### config.mk
export PLATFORM = sky130hd
export DESIGN_NAME = saturating_unsigned_accumulator_alu_unit
export DESIGN_NICKNAME = d
export VERILOG_FILES = /design/src/sv/sua_pkg.sv /design/src/sv/sua_addsub.sv /design/src/sv/sua_engine.sv /design/src/sv/saturating_unsigned_accumulator_alu_unit.sv
export SDC_FILE = /design/constraint.sdc
export NUM_CORES = 1
export LEC_CHECK = 0
export BUFFER_PORTS_ARGS = -buffer_cell sky130_fd_sc_hd__buf_2
export CORE_AREA = 2 2 299 227
export CTS_BUF_LIST = sky130_fd_sc_hd__clkbuf_2
export DETAILED_ROUTE_END_ITERATION = 6
export DIE_AREA = 0 0 301 229
export GPL_TIMING_DRIVEN = 0
export RECOVER_POWER = 50
export SYNTH_ARGS = -nofsm -noshare
export SYNTH_HDL_FRONTEND = slang
export SYNTH_HIERARCHICAL = 1
export SYNTH_SLANG_ARGS = --single-unit
### constraint.sdc
create_clock -name clk -period 9.8 [get_ports clk]
set_input_delay 0.49 -clock clk [delete_from_list [all_inputs] [get_ports clk]]
set_output_delay 0.49 -clock clk [all_outputs]
set_load 0.005 [all_outputs]
### src/sv/sua_pkg.sv
package sua_pkg;

	// Widths of the stream fields.
	localparam int unsigned OP_W      = 4;
	localparam int unsigned FIELD_W   = 64;
	localparam int unsigned S_TDATA_W = 72;
	localparam int unsigned M_TDATA_W = 64;

	// Default datapath width.
	localparam int unsigned DATA_WIDTH_DEF = 64;

	// Bit position of the write-back flag in the input tdata.
	localparam int unsigned WB_BIT = 64;

	// Operation codes.
	localparam logic [OP_W-1:0] OP_AND  = 4'd0;
	localparam logic [OP_W-1:0] OP_OR   = 4'd1;
	localparam logic [OP_W-1:0] OP_XOR  = 4'd2;
	localparam logic [OP_W-1:0] OP_NOT  = 4'd3;
	localparam logic [OP_W-1:0] OP_LOAD = 4'd4;
	localparam logic [OP_W-1:0] OP_ADD  = 4'd5;
	localparam logic [OP_W-1:0] OP_SUB  = 4'd6;
	localparam logic [OP_W-1:0] OP_MUL  = 4'd7;
	localparam logic [OP_W-1:0] OP_DIV  = 4'd8;
	localparam logic [OP_W-1:0] OP_INC  = 4'd9;
	localparam logic [OP_W-1:0] OP_DEC  = 4'd10;

	// Completion status handed from the engine to the top level.
	typedef struct packed {
		logic valid;
		logic write_back;
	} sua_status_t;

endpackage

### src/sv/sua_addsub.sv
module sua_addsub import sua_pkg::*; #(
	parameter int unsigned W = DATA_WIDTH_DEF
) (
	input  logic [W:0]   x,
	input  logic [W:0]   y,
	input  logic         sub,
	output logic [W+1:0] s
);

	// Bit W+1 is the borrow of a subtraction; bit W is the carry of a W-bit add.
	always_comb begin
		if (sub) begin
			s = {1'b0, x} - {1'b0, y};
		end else begin
			s = {1'b0, x} + {1'b0, y};
		end
	end

endmodule

### src/sv/sua_engine.sv
module sua_engine import sua_pkg::*; #(
	parameter int unsigned DATA_WIDTH = DATA_WIDTH_DEF
) (
	input  logic                  clk,
	input  logic                  arst_n,
	input  logic                  start,
	input  logic [OP_W-1:0]       op_in,
	input  logic [DATA_WIDTH-1:0] operand_in,
	input  logic                  wb_in,
	input  logic [DATA_WIDTH-1:0] acc,
	input  logic                  take,
	output logic                  ready,
	output sua_status_t           status,
	output logic [DATA_WIDTH-1:0] result
);

	localparam int unsigned W  = DATA_WIDTH;
	localparam int unsigned CW = $clog2(DATA_WIDTH);

	localparam logic [1:0] ST_IDLE  = 2'd0;
	localparam logic [1:0] ST_START = 2'd1;
	localparam logic [1:0] ST_ITER  = 2'd2;
	localparam logic [1:0] ST_DONE  = 2'd3;

	localparam logic [W-1:0]  MAX      = '1;
	localparam logic [CW-1:0] CNT_LAST = CW'(DATA_WIDTH - 1);

	logic [1:0]      state_q, state_d;
	logic [OP_W-1:0] op_q;
	logic            wb_q;
	logic [W-1:0]    b_q;
	logic [W-1:0]    p_q, p_d;
	logic [W-1:0]    q_q, q_d;
	logic            ovf_q, ovf_d;
	logic [CW-1:0]   cnt_q, cnt_d;
	logic [W-1:0]    res_q, res_d;

	logic [W:0]      ux, uy;
	logic            usub;
	logic [W+1:0]    us;

	sua_addsub #(.W(W)) u_addsub (
		.x   (ux),
		.y   (uy),
		.sub (usub),
		.s   (us)
	);

	// Operand steering for the shared adder.
	always_comb begin
		ux   = {1'b0, acc};
		uy   = {1'b0, b_q};
		usub = 1'b0;
		if (state_q == ST_ITER) begin
			if (op_q == OP_MUL) begin
				// Double the partial product, then add the accumulator if the bit is set.
				ux = {1'b0, p_q[W-2:0], 1'b0};
				uy = q_q[W-1] ? {1'b0, acc} : '0;
			end else begin
				// Shift in the next dividend bit and trial-subtract the divisor.
				ux   = {p_q, q_q[W-1]};
				uy   = {1'b0, b_q};
				usub = 1'b1;
			end
		end else begin
			unique case (op_q)
				OP_SUB: usub = 1'b1;
				OP_INC: uy = (W+1)'(1);
				OP_DEC: begin
					uy   = (W+1)'(1);
					usub = 1'b1;
				end
				default: usub = 1'b0;
			endcase
		end
	end

	always_comb begin
		state_d = state_q;
		p_d     = p_q;
		q_d     = q_q;
		ovf_d   = ovf_q;
		cnt_d   = cnt_q;
		res_d   = res_q;
		unique case (state_q)
			ST_IDLE: begin
				if (start) begin
					state_d = ST_START;
				end
			end
			ST_START: begin
				state_d = ST_DONE;
				unique case (op_q)
					OP_AND:  res_d = acc & b_q;
					OP_OR:   res_d = acc | b_q;
					OP_XOR:  res_d = acc ^ b_q;
					OP_NOT:  res_d = ~acc;
					OP_LOAD: res_d = b_q;
					OP_ADD:  res_d = us[W] ? MAX : us[W-1:0];
					OP_SUB:  res_d = us[W+1] ? '0 : us[W-1:0];
					OP_INC:  res_d = us[W] ? MAX : us[W-1:0];
					OP_DEC:  res_d = us[W+1] ? '0 : us[W-1:0];
					OP_MUL: begin
						p_d     = '0;
						q_d     = b_q;
						ovf_d   = 1'b0;
						cnt_d   = CNT_LAST;
						state_d = ST_ITER;
					end
					OP_DIV: begin
						if (b_q == '0) begin
							res_d = (acc != '0) ? MAX : '0;
						end else begin
							p_d     = '0;
							q_d     = acc;
							cnt_d   = CNT_LAST;
							state_d = ST_ITER;
						end
					end
					default: res_d = acc;
				endcase
			end
			ST_ITER: begin
				if (op_q == OP_MUL) begin
					// Any carry out of the product register means the true product exceeds MAX.
					p_d   = us[W-1:0];
					q_d   = {q_q[W-2:0], 1'b0};
					ovf_d = ovf_q | p_q[W-1] | us[W];
					res_d = ovf_d ? MAX : p_d;
				end else begin
					if (us[W+1]) begin
						p_d = {p_q[W-2:0], q_q[W-1]};
					end else begin
						p_d = us[W-1:0];
					end
					q_d   = {q_q[W-2:0], ~us[W+1]};
					res_d = q_d;
				end
				if (cnt_q == '0) begin
					state_d = ST_DONE;
				end else begin
					cnt_d = cnt_q - 1'b1;
				end
			end
			ST_DONE: begin
				if (take) begin
					state_d = ST_IDLE;
				end
			end
			default: state_d = ST_IDLE;
		endcase
	end

	always_ff @(posedge clk or negedge arst_n) begin
		if (!arst_n) begin
			state_q <= ST_IDLE;
		end else begin
			state_q <= state_d;
		end
	end

	always_ff @(posedge clk) begin
		if (state_q == ST_IDLE && start) begin
			op_q <= op_in;
			wb_q <= wb_in;
			b_q  <= operand_in;
		end
		p_q   <= p_d;
		q_q   <= q_d;
		ovf_q <= ovf_d;
		cnt_q <= cnt_d;
		res_q <= res_d;
	end

	assign ready             = (state_q == ST_IDLE);
	assign status.valid      = (state_q == ST_DONE);
	assign status.write_back = wb_q;
	assign result            = res_q;

endmodule

### src/sv/saturating_unsigned_accumulator_alu_unit.sv
// Logic, load, add, sub, inc, dec and divide by zero finish in the engine's start
// state; multiply and divide run its one-bit-per-cycle loop. A new input beat is
// accepted only after the last result has moved into the output register.
// Reset: arst_n clears the accumulator to zero, the sequencer to idle and the
// output register to empty.
module saturating_unsigned_accumulator_alu_unit import sua_pkg::*; #(
	parameter int unsigned DATA_WIDTH = DATA_WIDTH_DEF
) (
	input  logic                 clk,
	input  logic                 arst_n,
	input  logic                 s_tvalid,
	output logic                 s_tready,
	// Bits from the lowest: operand [63:0], write_back [64], zero fill [71:65].
	input  logic [S_TDATA_W-1:0] s_tdata,
	// Bits from the lowest: op [3:0].
	input  logic [OP_W-1:0]      s_tuser,
	output logic                 m_tvalid,
	input  logic                 m_tready,
	// Bits from the lowest: result [63:0].
	output logic [M_TDATA_W-1:0] m_tdata
);

	logic [DATA_WIDTH-1:0] acc_q;
	logic                  m_tvalid_q;
	logic [M_TDATA_W-1:0]  m_tdata_q;

	logic                  eng_ready;
	sua_status_t           eng_status;
	logic [DATA_WIDTH-1:0] eng_result;
	logic                  take;

	// The engine accepts a beat only when idle. It runs one item at a time, with the
	// shared adder doing the add, subtract, increment and decrement directly and
	// stepping the shift-add multiply and the restoring divide one bit per cycle.
	sua_engine #(.DATA_WIDTH(DATA_WIDTH)) u_engine (
		.clk        (clk),
		.arst_n     (arst_n),
		.start      (s_tvalid),
		.op_in      (s_tuser),
		.operand_in (s_tdata[DATA_WIDTH-1:0]),
		.wb_in      (s_tdata[WB_BIT]),
		.acc        (acc_q),
		.take       (take),
		.ready      (eng_ready),
		.status     (eng_status),
		.result     (eng_result)
	);

	assign s_tready = eng_ready;

	// A finished result moves into the output register when it is empty or being
	// drained in this same cycle, which frees the engine for the next beat.
	assign take = eng_status.valid && (!m_tvalid_q || m_tready);

	always_ff @(posedge clk or negedge arst_n) begin
		if (!arst_n) begin
			m_tvalid_q <= 1'b0;
			acc_q      <= '0;
		end else begin
			if (take) begin
				m_tvalid_q <= 1'b1;
			end else if (m_tready) begin
				m_tvalid_q <= 1'b0;
			end
			// The accumulator follows the result only when write-back was requested.
			if (take && eng_status.write_back) begin
				acc_q <= eng_result;
			end
		end
	end

	always_ff @(posedge clk) begin
		if (take) begin
			m_tdata_q <= M_TDATA_W'(eng_result);
		end
	end

	assign m_tvalid = m_tvalid_q;
	assign m_tdata  = m_tdata_q;

endmodule

# Word-level counts from Yosys, hierarchy flattened
# Cells that the tools add are included.
[totals]
reg_bits = 399
input_bits = 80
wordCells = 107
[op_classes]
n_addsub = 3
n_eq_ne = 23
muxes = 42
bitwise_logic = 7
n_reduce_logical = 20
[ops]
columns = ["operator", "n"]
rows = [
  ["$mux W64", 12],
  ["$pmux W64 S2", 5],
  ["$pmux W64 S9", 1],
  ["$mux W65", 4],
  ["$add A65 B65 Y66", 1],
  ["$mux W66", 1],
  ["$sub A65 B65 Y66", 1],
  ["$and A64 B64 Y64", 1],
  ["$logic_not A64 Y1", 1],
  ["$not A64 Y64", 1],
  ["$or A64 B64 Y64", 1],
  ["$reduce_bool A64 Y1", 1],
  ["$xor A64 B64 Y64", 1],
  ["$pmux W6 S2", 2],
  ["$eq A4 B3 Y1 const B", 4],
  ["$eq A4 B4 Y1 const B", 3],
  ["$mux W6", 2],
  ["$reduce_and A3 Y1", 4],
  ["$ne A2 B2 Y1 const B", 5],
  ["$mux W1", 9],
  ["$eq A4 B2 Y1 const B", 2],
  ["$pmux W2 S4", 1],
  ["$logic_not A6 Y1", 1],
  ["$mux W2", 3],
  ["20 further kinds", 28],
]

# Depth between registers and ports, before layout
# Gate-level depths: netlist of run 1.
[depth]
depth_word = 10
depth_mapped = 33
mapped_depth_nobuf = 29

# Cells and area by module
# Netlist of run 1, hierarchy kept.
[modules_own_cells]
columns = ["mod", "instances", "cells_per_inst", "area_each_um2", "seq_area_each_um2"]
rows = [
  ["sua_engine", 1, 2036, 19292.3, 8097.8],
  ["sua_addsub", 1, 829, 5474.0, 0.0],
  ["saturating_unsigned_accumulator_alu_unit", 1, 204, 4674.5, 3548.4],
]

# Worst setup path before layout of run 1
# OpenSTA, ideal clock, no wires.
[synth_path]
kind = "reg-to-reg"
start = "register u_engine.state_q[0]"
end = "register u_engine.res_q[10], in the netlist u_engine/result[10], data pin"
setup_ps = 160
t_arrival_ps = 7240
path_slack_ps = 2399
path_stages_with_launch = 33
n_path_buf = 4
period_less_slack_ps = 7401
path_cell_list = "dfrtp_1 inv_1 ha_1 buf_2 nor3_1 a21oi_2 clkbuf_1 a22o_1 or3_1 or3b_1 nor4_1 and3_1 nand2_1 nor2_1 a21oi_1 xnor2_1 ha_1 clkbuf_1 nand2_1 o21ai_0 a21oi_1 o21a_1 o21ai_0 a21o_1 a221o_1 mux2_2 or3_1 nor3b_1 a21oi_1 nor2_1 clkbuf_1 a21oi_1 a41oi_1"
[synth_via]
word_cells_on_any_way = 15
[synth_lines]
columns = ["item", "line_no", "text"]
rows = [
  ["from (decl)", "sua_engine.sv:28", "logic [1:0] state_q, state_d;"],
  ["from (signal assigned)", "sua_engine.sv:158", "state_q <= state_d;"],
  ["$eq A2 B2 Y1 (*)", "sua_engine.sv:54", "if (state_q == ST_ITER) begin"],
  ["$mux W65 (*)", "sua_engine.sv:54", ""],
  ["via u_engine.uy[18]", "sua_engine.sv:38", "logic [W:0] ux, uy;"],
  ["$add A65 B65 Y66 or $sub A65 B65 Y66 (tied branches)", "sua_addsub.sv:15, sua_addsub.sv:13", ""],
  ["$mux W66 (*)", "sua_addsub.sv:12", "if (sub) begin"],
  ["via u_engine.us[65]", "sua_engine.sv:40", "logic [W+1:0] us;"],
  ["$mux W64 (*)", "sua_engine.sv:100, sua_engine.sv:102", ""],
  ["$pmux W64 S9 (*)", "sua_engine.sv:93", "unique case (op_q)"],
  ["$pmux W64 S2 (*)", "sua_engine.sv:85", "unique case (state_q)"],
  ["via u_engine.res_d[10]", "sua_engine.sv:36", "logic [W-1:0] res_q, res_d;"],
  ["to (signal assigned)", "sua_engine.sv:172", "res_q <= res_d;"],
  ["to (decl)", "sua_engine.sv:36", ""],
]
# The timed path passes the listed nets; every way through them passes the cells marked *.
# A chain may end at the register's enable or synchronous reset.

# Worst setup path in the final report of run 1
[layout_path]
start = "register u_engine.state_q[0]"
end = "register u_engine.res_q[59], in the netlist u_engine/result[59], data pin"
[layout_via]
word_cells_on_any_way = 15
[layout_lines]
columns = ["item", "line_no"]
rows = [
  ["$eq A2 B2 Y1 (*)", "sua_engine.sv:54"],
  ["$mux W65 (*)", "sua_engine.sv:54"],
  ["via u_engine.uy[0]", "sua_engine.sv:38"],
  ["$add A65 B65 Y66 or $sub A65 B65 Y66 (tied branches)", "sua_addsub.sv:15, sua_addsub.sv:13"],
  ["$mux W66 (*)", "sua_addsub.sv:12"],
  ["via u_engine.us[59]", "sua_engine.sv:40"],
  ["$mux W64, on equally long branches", "n/a"],
  ["$pmux W64 S9 or $mux W64 (tied branches)", "sua_engine.sv:93, sua_engine.sv:124"],
  ["$pmux W64 S2 (*)", "sua_engine.sv:85"],
  ["via u_engine.res_d[59]", "sua_engine.sv:36"],
]
# Marks and branches as above.

==> summary.md, run 1 <==
| Metric | Value |
|---|---|
| DIE WIDTH | `301 µm` |
| Final-stage net count | `3759` |
| Asr flop ratio synth | `0.1679` |
| Setup CP Type | `flip-flop to flip-flop` |
| Area delta synth->final | `14.53%` |
| Post-synthesis cell area | `0.02944 mm²` |
| I/O Pins | `146` |
| Die ar. | `0.06893 mm²` |
| #FFs+latches synth | `399` |
| H-tree levels | `3` |
| Final period util | `0.9812` |
| Slowest-stage cell, CP | `a211oi_1` |
| Routed wire per std cell | `28.87 µm` |
| F_max | `104.0 MHz` |
| Sequential area share after synthesis | `0.3956` |
| Total Wirelength | `128400 µm` |
| Static leakage | `13.41 nW` |
| Slew HR | `-1.315` |
| Filler Cells Inserted | `6337` |
| Fin worst setup slack | `184.6 ps` |
| Initial antenna violation count | `5` |
| Worst setup EP type | `flip-flop` |
| Post-route ant nets | `0` |
| Worst-case clock buffer depth | `3` |
| R2R Path Start | `u_engine/state_q[0]` |
| CP startpoint | `u_engine/state_q[0]` |
| Unique masters post-synth | `92` |
| CTS Buf Count | `104` |
| Max-cap violations | `7` |
| Hold_sp | `m_tready` |
| Number of global-route vias before repair | `26700` |
| Peak supply drop | `0.0003212 V` |
| Final worst clock skew | `138.5 ps` |
| Std-Cell Rows | `82` |
| Post-DP HPWL | `94690 µm` |
| Commonest non-fill, non-tap cell in the layout | `nand2_1` |
| GR Overflow Total | `0` |
| Skew-Pair Late Insertion Delay | `1270 ps` |
| Clock Sinks | `399` |
| Failing checks | `capacitance limit, slew limit` |
| Worst path most repeated cell | `a21oi_1` |
| Hold WC Path Type | `primary input to flip-flop` |
| CP Max Fanout | `10` |
| Crit start category | `flip-flop` |
| GRT Total Usage | `0.3645` |
| Synth area leader | `edfxtp_1` |
| Synth Instances | `3069` |
| First-pass GRT wire length | `183900 µm` |
| Avg Cell Area, Syn | `9.593 µm²` |
| Total number of vias | `28380` |
| Pwr Density | `423.2 mW/mm²` |
| Core ar. | `0.06618 mm²` |
| Largest net degree at the start of global routing | `57` |
| Max incr delay on CP | `1040 ps` |
| Main flop type after synthesis | `edfxtp_1` |
| Critical Path RT | `10790 ps` |
| Final Max Slew Viols | `220` |
| Root Driver | `clkbuf_2` |
| Die Y-Extent | `229 µm` |
| Worst-path clk slew | `110 ps` |
| Post-route minimum period | `9615 ps` |
| Vias/cell | `6.382` |
| Top-area cell type share of the netlist area | `0.3386` |
| Largest cells by area after synthesis | `edfxtp_1 34%, ha_1 8.5%, dfrtp_1 5.7%, nand2_1 4.9%, mux2i_1 4.0%` |
| Final Hold Vio Count | `0` |
| Status | `finished with violations` |
| Drt first pass iters | `7` |
| Worst slew pin tran | `3472 ps` |
| Setup WS pre-CTS | `-2953 ps` |
| TritonCTS clock tree | `built` |
| GPL Wtd Cong | `0.9603` |
| Initial core utilization | `0.4449` |
| Starting DRT DRC Count | `4098` |
| PortBufs | `138` |
| DRC viols | `0` |
| Util after Layout | `0.5095` |
| Layout cells sized above 1 | `0.1361` |
| Synth warnings | `6` |
| Most frequent cells in the layout | `388 x nand2_1, 332 x edfxtp_1, 227 x o21ai_0` |
| # setup viols final | `0` |
| Arrival @ worst endpoint | `10600 ps` |
| Post-synth EDFFs | `332` |
==> cell usage after synthesis (17+ instances only) <==
master / count
nand2_1: 388
edfxtp_1: 332
o21ai_0: 228
ha_1: 200
a21oi_1: 194
nor2_1: 192
inv_1: 172
clkbuf_1: 120
mux2i_1: 117
xnor2_1: 97
a21boi_0: 68
dfrtp_1: 67
a22o_1: 63
mux2_4: 60
nor4_1: 53
a22oi_1: 51
buf_2: 48
a21o_1: 45
a31oi_1: 43
o221a_2: 39
o22ai_1: 35
a221oi_1: 32
nand4_1: 32
o21a_1: 32
xor2_1: 30
nor3_1: 24
a41oi_1: 22
nor2b_1: 22
buf_4: 20
nand3_1: 20
o221ai_1: 20
buf_1: 17
==> sequential cells by signal (all words and copies together) (netlist names), 2 cells and up <==
signal	count
acc_q	64
m_tdata	64
u_engine/b_q	64
u_engine/p_q	64
u_engine/q_q	64
u_engine/result	64
u_engine/cnt_q	6
u_engine/op_q	4
u_engine/state_q	2
==> metal layers <==
layer  track usage  wire length [µm]  up-vias  part of all wire
li1              -                 -    12260                 -
met5             0                22        -           0.00017
met2        0.4948             50240     1916              0.39
met3       0.09476             16350      245              0.13
met1        0.5599             57860    13960              0.45
met4        0.1056              3909        4             0.030
==> what timing repair did <==
action | CTS | global route
buffers inserted | 4 | 8
hold buffers | 143 | 0
pin swaps | 1 | 5
setup endpoints to repair | 129 | 123
hold endpoints to repair | 201 | 0
gates resized for setup | 20 | 19
==> critical path, delay by kind of cell (launching register included) <==
family,cells,cell delay (ps)
buffers and inverters,5,1410
AOI/OAI and AO/OA,15,5380
and+or+nand+nor,4,1060
xor gates and xnor gates,1,270
adders and majority gates,3,890
DFF,1,430
==> worst paths after layout <==
path	slack [ps]	endpoint	cells after the start
worst max-delay path	180	u_engine/result[59]	28
worst min-delay path	270	m_tvalid	4
worst max register to register	180	u_engine/result[59]	28
worst min register to register	430	m_tdata[21]	0
max in group asynchronous	5840	u_engine/state_q[1]	4
min in group asynchronous	1300	acc_q[54]	4
==> cells by family (layout without fill, tap and decap cells) <==
kind of cell,after synthesis,after routing,share of synthesized area
buffers and inverters,386,880,0.05818
adder cells (fa/ha/maj),201,201,0.08568
XOR/XNOR,127,127,0.03778
other,1,3,0.0001274
flip-flops,399,399,0.3956
multiplexers,182,182,0.07229
AND/OR/NAND/NOR,811,811,0.1260
AO/OA/AOI/OAI,962,962,0.2244
==> power by group <==
group	switching, mW	total (mW)	internal, mW	leakage (nW)
combinational	6.26	9.17	2.91	8.64
clock	0.787	1.28	0.492	0.763
sequential	0.819	3.82	3.00	4.01
==> layout make-up <==
| type | instances | area [µm²] | area share |
|---|---|---|---|
| Clock inverter | 33 | 197.7 | 0.005863 |
| Multi-Input combinational cell | 2285 | 16000 | 0.4746 |
| Inverter | 172 | 645.6 | 0.01915 |
| Sequential cell | 399 | 11650 | 0.3454 |
| Timing Repair Buffer | 302 | 2346 | 0.06958 |
| Antenna cell | 1 | 2.502 | 0.00007422 |
| Clock buffer | 159 | 795.8 | 0.02360 |
| Buffer | 214 | 977.2 | 0.02898 |
| Tap cell | 882 | 1104 | 0.03273 |
==> stage by stage <==
stage,cells,setup TNS [ps],cell area [µm²],hold WS (ps),power (mW)
2_1_floorplan,3070,0,29440,194.4,9.292
3_3_place_gp,4090,-272710,31240,427.5,12.42
3_5_place_dp,4099,-255430,31470,435.6,12.54
4_1_cts,4438,0,34000,125.5,13.95
5_1_grt,4447,-11.54,33720,172.8,15.01
6_report,4447,0,33720,268.2,14.27
Note: power is estimated with default switching activity, not from simulation.
==> run 2, diff against run 1 <==
--- a/config.mk
+++ b/config.mk
@@ -5,13 +5,14 @@
 export SDC_FILE = /design/constraint.sdc
 export NUM_CORES = 1
 export LEC_CHECK = 0
-export BUFFER_PORTS_ARGS = -buffer_cell sky130_fd_sc_hd__buf_2
 export CORE_AREA = 2 2 299 227
 export CTS_BUF_LIST = sky130_fd_sc_hd__clkbuf_2
 export DETAILED_ROUTE_END_ITERATION = 6
 export DIE_AREA = 0 0 301 229
+export DONT_BUFFER_PORTS = 1
 export GPL_TIMING_DRIVEN = 0
 export RECOVER_POWER = 50
+export SLEW_MARGIN = 20
 export SYNTH_ARGS = -nofsm -noshare
 export SYNTH_HDL_FRONTEND = slang
 export SYNTH_HIERARCHICAL = 1
==> summary.md, run 2 (synthesized netlist as in run 1, its figures left out) <==
| Metric | Value |
|---|---|
| TritonCTS clock tree | `built` |
| Post-route ant nets | `0` |
| Met3 Use GR | `0.1010` |
| CTS Buf Count | `105` |
| GR Overflow Total | `0` |
| Most frequent cells in the layout | `388 x nand2_1, 332 x edfxtp_1, 227 x o21ai_0` |
| H-tree levels | `3` |
| Status | `finished with violations` |
| Post-DP HPWL | `89140 µm` |
| Starting DRT DRC Count | `3577` |
| First-pass GRT wire length | `176500 µm` |
| Skew-Pair Late Insertion Delay | `1330 ps` |
| Setup_tns | `0 ps` |
| Die ar. | `0.06893 mm²` |
| Hold slack | `304.6 ps` |
| Total number of vias | `27550` |
| WHS Path Cells | `5` |
| Reg2Reg Depth | `26` |
| Busiest grt layer | `met1` |
| Drt first pass iters | `6` |
| Number of global-route vias before repair | `26280` |
| Final worst clock skew | `186.6 ps` |
| Area delta synth->final | `12.43%` |
| Slew HR | `-2.429` |
| Met1 GRT Util | `0.5238` |
| Worst-case clock buffer depth | `3` |
| Layout cells sized above 1 | `0.1036` |
| GPL Wtd Cong | `1.002` |
| Worst slew pin tran | `5144 ps` |
| GRT Total Usage | `0.3464` |
| Static leakage | `12.88 nW` |
| Sequential Power Share | `0.277` |
| Commonest non-fill, non-tap cell in the layout | `nand2_1` |
| Util after Layout | `0.5002` |
| Core ar. | `0.06618 mm²` |
| Pwr Total | `13.90 mW` |
| Die Y-Extent | `229 µm` |
| Fin worst setup slack | `103.8 ps` |
| Int Power | `6.334 mW` |
| CP Max Fanout | `10` |
| Std-Cell Rows | `82` |
| Final Max Slew Viols | `219` |
| Pwr Density | `420.1 mW/mm²` |
| Failing checks | `capacitance limit, slew limit` |
| # setup viols final | `0` |
| Vias/cell | `6.391` |
| Final-stage net count | `3617` |
| Routed wire per std cell | `28.17 µm` |
| Hold WC Path Type | `primary input to flip-flop` |
| NetSw | `7.571 mW` |
| Clock power share | `0.092` |
| Initial antenna violation count | `7` |
| I/O Pins | `146` |
| Post-route minimum period | `9696 ps` |
| DRC viols | `0` |
| Final Hold Vio Count | `0` |
| Initial core utilization | `0.4449` |
| Worst-path clk slew | `110 ps` |
| Setup WS pre-CTS | `-1960 ps` |
| Largest net degree at the start of global routing | `68` |
| Clock Sinks | `399` |
| Combinational share of power | `0.631` |
| F_max | `103.1 MHz` |
| Final period util | `0.9894` |
| Setup CP Type | `flip-flop to flip-flop` |
| Net Sw Frac | `0.5445` |
| DIE WIDTH | `301 µm` |
| PortBufs | `0` |
| Peak supply drop | `0.0002024 V` |
| Critical Path RT | `10630 ps` |
| Total Wirelength | `121400 µm` |
| Crit start category | `flip-flop` |
| Arrival @ worst endpoint | `10520 ps` |
| Max-cap violations | `6` |
| Root Driver | `clkbuf_2` |
| GRT met2 Usage | `0.4709` |
| Worst setup EP type | `flip-flop` |
[run 2: changes by cell type in the layout (fill, tap and decap cells not counted), moves of 8 or more]
cell,before,now
buf_2,166,50
buf_4,33,25
clkinv_1,21,36
clkbuf_1,143,121
clkbuf_2,168,153
[run 2: power by group through the flow]
| stage | sequential (mW) | combinational, mW | clock (mW) |
|---|---|---|---|
| floorplan | 3.53 | 5.76 | 0 |
| global placement | 3.97 | 8.10 | 0 |
| detailed placement | 3.84 | 8.48 | 0 |
| CTS | 3.81 | 8.60 | 1.32 |
| global route | 3.92 | 9.42 | 1.41 |
| finish | 3.85 | 8.78 | 1.28 |
[run 2: worst max-delay path: stages (launching register included)]
cell,delay [ps]
dfrtp_1,440
inv_1,160
ha_2,390
buf_4,420
clkbuf_4,370
clkbuf_2,420
clkbuf_2,350
nand2_1,90
o31ai_1,210
clkbuf_2,390
clkdlybuf4s15_2,540
mux2i_1,230
fa_1,500
a211oi_1,430
o211ai_2,170
a31oi_2,440
a2111oi_4,200
o211a_1,330
o31a_1,360
o211ai_1,320
a31oi_1,160
xor2_1,210
o21ai_0,260
a21o_1,330
buf_2,310
buf_1,770
a41oi_2,420
[run 2: metrics by stage]
stage / cells / area (µm²)
floorplan: 3070 / 29440
global placement: 3952 / 30550
detailed placement: 3962 / 30830
CTS: 4304 / 33430
global route: 4309 / 33100
finish: 4310 / 33100
[run 2: layout make-up]
type                    instances  area (µm²)
clock inverters                51       296.5
flip-flops and latches        399       11650
multi-input cells            2285       16000
clock buffers                 146       730.7
well taps                     882        1104
inverters                     172       645.6
diodes                          2       5.005
plain buffers                 213       988.4
repair buffers                160        1682
fillers                      6292       33080
[run 2: repair_timing]
action / CTS / global route
hold endpoints to repair: 247 / 0
hold buffers: 145 / 0
pin swaps: 0 / 3
resized for setup: 25 / 13
buffers inserted: 0 / 4
setup endpoints to repair: 128 / 109
[run 2: metal layers]
layer	vias up	share of wire
met2	1872	0.40
met5	-	0.00011
met1	13450	0.45
met4	2	0.028
met3	236	0.13
li1	11980	-
[run 2: final timing paths]
path,from,endpoint,slack (ps)
setup / recovery,u_engine/state_q[0],u_engine/result[32],100
hold / removal,s_tvalid,u_engine/state_q[1],300
setup reg to reg,u_engine/state_q[0],u_engine/result[32],100
hold reg to reg,u_engine/result[9],m_tdata[9],430
max in group asynchronous,arst_n,acc_q[47],4220
min in group asynchronous,arst_n,acc_q[41],2560
